$ cat src/sv/pit_pkg.sv
`timescale 1ns / 1ps
`default_nettype none

package pit_pkg;

   // Default coordinate width of one vertex or point component.
   localparam int COORD_BITS_DEF = 16;

   // Pipeline layout: dot-product section, split wide multiplier, cross terms, result.
   localparam int DOT_STAGES = 3;
   localparam int MUL_STAGES = 2;
   localparam int CROSS_STG  = DOT_STAGES + MUL_STAGES;
   localparam int OUT_STG    = CROSS_STG + 1;
   localparam int NUM_STAGES = OUT_STG + 1;

endpackage

`default_nettype wire

$ cat src/sv/pit_wmul.sv
`timescale 1ns / 1ps
`default_nettype none

// Signed multiplier split into half-width partial products, summed one stage later.
module pit_wmul #(
   parameter int OPND_BITS = 2 * pit_pkg::COORD_BITS_DEF + 3
) (
   input  logic                           clock,
   input  logic [pit_pkg::MUL_STAGES-1:0] stage_en,
   input  logic signed [OPND_BITS-1:0]    a_in,
   input  logic signed [OPND_BITS-1:0]    b_in,
   output logic signed [2*OPND_BITS-1:0]  prod_out
);

   localparam int LO_BITS   = OPND_BITS / 2;
   localparam int HI_BITS   = OPND_BITS - LO_BITS;
   localparam int PROD_BITS = 2 * OPND_BITS;

   logic signed [LO_BITS:0]   a_lo, b_lo;
   logic signed [HI_BITS-1:0] a_hi, b_hi;

   logic signed [2*LO_BITS+1:0]       ll_ff;
   logic signed [LO_BITS+HI_BITS:0]   lh_ff;
   logic signed [LO_BITS+HI_BITS:0]   hl_ff;
   logic signed [2*HI_BITS-1:0]       hh_ff;
   logic signed [PROD_BITS-1:0]       prod_ff;

   // The low halves are unsigned; a zero sign bit lets them join signed products.
   assign a_lo = $signed({1'b0, a_in[LO_BITS-1:0]});
   assign b_lo = $signed({1'b0, b_in[LO_BITS-1:0]});
   assign a_hi = a_in[OPND_BITS-1:LO_BITS];
   assign b_hi = b_in[OPND_BITS-1:LO_BITS];

   always_ff @(posedge clock) begin
      if (stage_en[0]) begin
         ll_ff <= a_lo * b_lo;
         lh_ff <= a_lo * b_hi;
         hl_ff <= a_hi * b_lo;
         hh_ff <= a_hi * b_hi;
      end
   end

   always_ff @(posedge clock) begin
      if (stage_en[1]) begin
         prod_ff <= PROD_BITS'(ll_ff)
                    + (PROD_BITS'(lh_ff) <<< LO_BITS)
                    + (PROD_BITS'(hl_ff) <<< LO_BITS)
                    + (PROD_BITS'(hh_ff) <<< (2 * LO_BITS));
      end
   end

   assign prod_out = prod_ff;

endmodule

`default_nettype wire

$ cat config.mk
export PLATFORM = sky130hd
export DESIGN_NAME = pit_wmul
export DESIGN_NICKNAME = d
export VERILOG_FILES = /design/src/sv/pit_pkg.sv /design/src/sv/pit_wmul.sv
export SDC_FILE = /design/constraint.sdc
export NUM_CORES = 2
export LEC_CHECK = 0
export ABC_AREA = 1
export BUFFER_PORTS_ARGS = -buffer_cell sky130_fd_sc_hd__buf_2
export CAP_MARGIN = 30
export CELL_PAD_IN_SITES_DETAIL_PLACEMENT = 0
export CELL_PAD_IN_SITES_GLOBAL_PLACEMENT = 1
export CORE_ASPECT_RATIO = 1.1
export CORE_MARGIN = 2
export CORE_UTILIZATION = 50
export CTS_CLUSTER_SIZE = 10
export DETAILED_ROUTE_END_ITERATION = 6
export GPL_TIMING_DRIVEN = 0
export PLACE_DENSITY_LB_ADDON = 0.3
export SYNTH_ARGS = -nofsm -noshare
export SYNTH_HDL_FRONTEND = slang
export SYNTH_SLANG_ARGS = --single-unit
$ cat constraint.sdc
create_clock -name clock -period 9.2 [get_ports clock]
set_clock_uncertainty 0.15 [all_clocks]
set_input_delay 1.84 -clock clock [delete_from_list [all_inputs] [get_ports clock]]
set_output_delay 1.84 -clock clock [all_outputs]
set_load 0.03 [all_outputs]
## After elaboration in Yosys (flattened, before gate mapping)

Cells that the tools add are included.

| word-level totals | value |
|---|---|
| bits in registers | 212 |
| input bits | 73 |
| logic and storage cells | 12 |

| cells by class | value |
|---|---|
| add/subtract/negate cells | 3 |
| $mul | 4 |

Operator list:

| operator | count |
|---|---|
| multiplier 18 x 18 -> 36 bit | 3 |
| adder 55 x 70 -> 70 bit | 1 |
| adder 54 x 53 -> 55 bit | 1 |
| adder 35 x 53 -> 54 bit | 1 |
| multiplier 17 x 17 -> 34 bit | 1 |

## Depth between registers and ports, before layout

| depth | value |
|---|---|
| depth in word-level cells | 3 |
| gate-level depth with buffers | 28 |
| depth with buffers taken out | 26 |

## Least setup slack after synthesis

Ideal clock, no wire load.

| path | value |
|---|---|
| path type | in2reg |
| from | in a_in[34] |
| to | reg hl_ff[32], data pin |
| library setup time | 0.252 ns |
| data arrival time | 7.028 ns |
| data required time | 8.798 ns |
| slack | 1.769 ns |
| stages on the path | 20 |
| buffers on the path | 2 |
| cell sequence | clkbuf_1 -> clkbuf_1 -> nand2_1 -> inv_1 -> fa_1 -> fa_1 -> fa_1 -> fa_1 -> fa_1 -> inv_1 -> fa_1 -> inv_1 -> ha_1 -> a21oi_1 -> a21boi_0 -> o21ai_0 -> a21oi_1 -> nand2_1 -> nand2_1 -> nand2_1 |

| on the way | value |
|---|---|
| longest elaborated chain between the ends | 1 |

RTL lines:

| what | RTL line | RTL |
|---|---|---|
| start, declared | pit_wmul.sv:10 | `input logic signed [OPND_BITS-1:0] a_in,` |
| multiplier 18 x 18 -> 36 bit | pit_wmul.sv:38 | `hl_ff <= a_hi * b_lo;` |
| end signal, assigned | pit_wmul.sv:38 |  |
| end, declared | pit_wmul.sv:24 | `logic signed [LO_BITS+HI_BITS:0] hl_ff;` |

Every way passes these cells.
A chain may end at the register's enable or synchronous reset.

## Final worst setup path

| path | value |
|---|---|
| from | in b_in[5] |
| to | reg hl_ff[32], data pin |

| on the way | value |
|---|---|
| longest elaborated chain between the ends | 1 |

RTL lines:

| what | RTL line | RTL |
|---|---|---|
| start, declared | pit_wmul.sv:11 | `input logic signed [OPND_BITS-1:0] b_in,` |
| multiplier 18 x 18 -> 36 bit | pit_wmul.sv:38 |  |

Every way passes these cells.

==> out/results.ini <==
[clock_tree]
tritoncts=yes
clockRootBuffer=clkbuf_16
cts_setup_buffers=0
cts_sinks=212
cts_buffers=25
htree_levels=1
cts_resized=0
clk_path_buf_depth=3
clk_latency_ns=0.55
path_clk_slew_ns=0.06
cts-hold-fix-buffers=0

[floorplan]
rows=131
die-area_um2=120000
boundaryPins=143
start_util=0.505
core_um2=116000
fp.dieW_um=331
die_y_um=363

[global_routing]
grt_antenna_before_repair=14
grt_overflow=0
grt_pass1_vias=50500
grt_util_all_layers=0.381
grt_pass1_wl_mm=329
grt_max_degree=111

[sta]
max_slew_margin=0.216
hold-worst-slack_ns=0.265
fin_crit_ns=8.92
setup_viol=0
period_share=0.970
tightest_slew_ns=1.18
timing.final.hold_violations=0
finalMaxSlewViolations=0
rsz0062_at_grt=no
fmax_mhz=112

[setup_path]
setup.worst_path.end_class=flip-flop
crit_required_ns=9.33
cp_max_fo=10
cp-start-kind=input port
crit_arrival_ns=9.05
timing_worst_setup_path_type=in2reg

[final_layout]
mostFrequentLayoutCells=2,282 x inv_1, 2,062 x nand2_1, 1,157 x fa_1
mostFrequentLayoutCell=inv_1
fin_nets=9379
num-fill-cells=11500
finalInstanceArea_um2=62500
drive_gt1_frac=0.0332
areaGrowthSynthToFinish_pct=6.59

[synth]
ys_warn_count=0
synth.avg_cell_area_um2=7.81
ys_seq_area_frac=0.109
synth_cells=7514
yosys_most_used_dff=edfxtp_1
ys_ff_latch=212
synth.distinct_cells=42
synth-edff-count=212
syn_area_um2=58700
async_reset_ff_frac=0
syn_nets=9218

[detailed_routing]
via_per_inst=5.26
drt_first_pass_iters=7
drt_wl_total_mm=223
ant_nets=0
wire_per_inst_um=24.2
drcViolationCount=4
vias=48400
drt-initial-drc-count=4279

[run]
cap_violations=0

[run_status]
violations=design-rule violations
outcome=complete, but fails checks

[place]
place_hpwl_mm=193
io_buffers=73
placed_area_um2=61800
routabilityCongestion=1.00

[worst_hold_path]
hp-class=reg2reg

==> cell families (layout without fill, tap and decap cells) <==
family | Yosys count | after routing | share of synthesized area
adders and majority gates | 1631 | 1631 | 0.496
DFF | 212 | 212 | 0.109
other | 0 | 2 | 0
buffers and inverters | 2573 | 2735 | 0.165
and+or+nand+nor | 2673 | 2673 | 0.184
AOI/OAI and AO/OA | 301 | 301 | 0.0287
xor gates and xnor gates | 124 | 124 | 0.0185
==> metrics by stage <==
stage | setup WS (ns) | TNS (ns) | utilization | instances
after CTS | 0.430 | 0 | 0.537 | 9200
final | 0.276 | 0 | 0.538 | 9207
after floorplan | 1.77 | 0 | - | 7514
after detailed placement | -0.127 | -0.223 | 0.532 | 9172
after global placement | -0.297 | -2.99 | 0.524 | 9116
after global routing | 0.0491 | 0 | 0.538 | 9205
==> sequential cells by signal (all words and copies together) (netlist names) <==
register and count:
hl_ff 36, hh_ff 36, prod_out 70, ll_ff 34
lh_ff 36
==> Yosys cell counts (20+ instances only) <==
cell      instances  area share
ha_1            474        0.10
a21oi_1         160       0.014
fa_1           1157        0.39
nor2_2           20      0.0021
nand4_1          46      0.0049
inv_1          2282        0.15
nor3_1           26      0.0022
xnor2_1          32      0.0048
o21bai_1         22      0.0028
xor2_1           92       0.014
clkbuf_1        278       0.018
nor2_1          276       0.018
o21ai_0          72      0.0061
nand2_1        2062        0.13
edfxtp_1        212        0.11
nand3_1         159       0.014
==> final cells by class <==
type / count / area [um2] / area share
tap: 1529 / 1910 / 0.0306
timing repair buffer: 134 / 1310 / 0.0209
antenna: 2 / 5.00 / 0.0000800
inverter: 2294 / 8610 / 0.138
clock inverter: 1 / 8.76 / 0.000140
multi-input combinational: 4729 / 42600 / 0.682
buffer: 279 / 1050 / 0.0168
sequential: 212 / 6370 / 0.102
clock buffer: 27 / 633 / 0.0101
==> per-layer routing <==
layer  global-route usage  vias up  routed length, um
met4                0.169       14              12600
met5                    0        -                 96
li1                     -    21700                  -
met1                0.506    24000              89300
met2                0.605     2219              98900
met3               0.0775      448              22100
==> path summary, 6_finish.rpt <==
check | from | endpoint | slack [ns] | depth (start not counted)
hold / removal | ll_ff[5]$_DFFE_PP_ | prod_out[5]$_DFFE_PP_ | 0.27 | 0
setup reg to reg | hl_ff[35]$_DFFE_PP_ | prod_out[67]$_DFFE_PP_ | 5.53 | 12
setup / recovery | b_in[5] | hl_ff[32]$_DFFE_PP_ | 0.28 | 20
hold reg to reg | ll_ff[5]$_DFFE_PP_ | prod_out[5]$_DFFE_PP_ | 0.27 | 0
==> critical path, stage by stage <==
cell and delay [ns]:
clkbuf_1 0.64, clkbuf_1 0.87, nand2_1 0.11, inv_1 0.10
fa_1 0.57, fa_1 0.94, fa_1 0.53, fa_1 0.50
fa_1 0.49, inv_1 0.05, fa_1 0.47, inv_1 0.04
ha_1 0.43, a21oi_1 0.59, a21boi_0 0.30, o21ai_0 0.11
a21oi_1 0.20, nand2_1 0.08, nand2_1 0.06, nand2_1 0.09
Power is not shown: default switching activity piles up to over one toggle a cycle in this logic, so the estimate is an artifact.
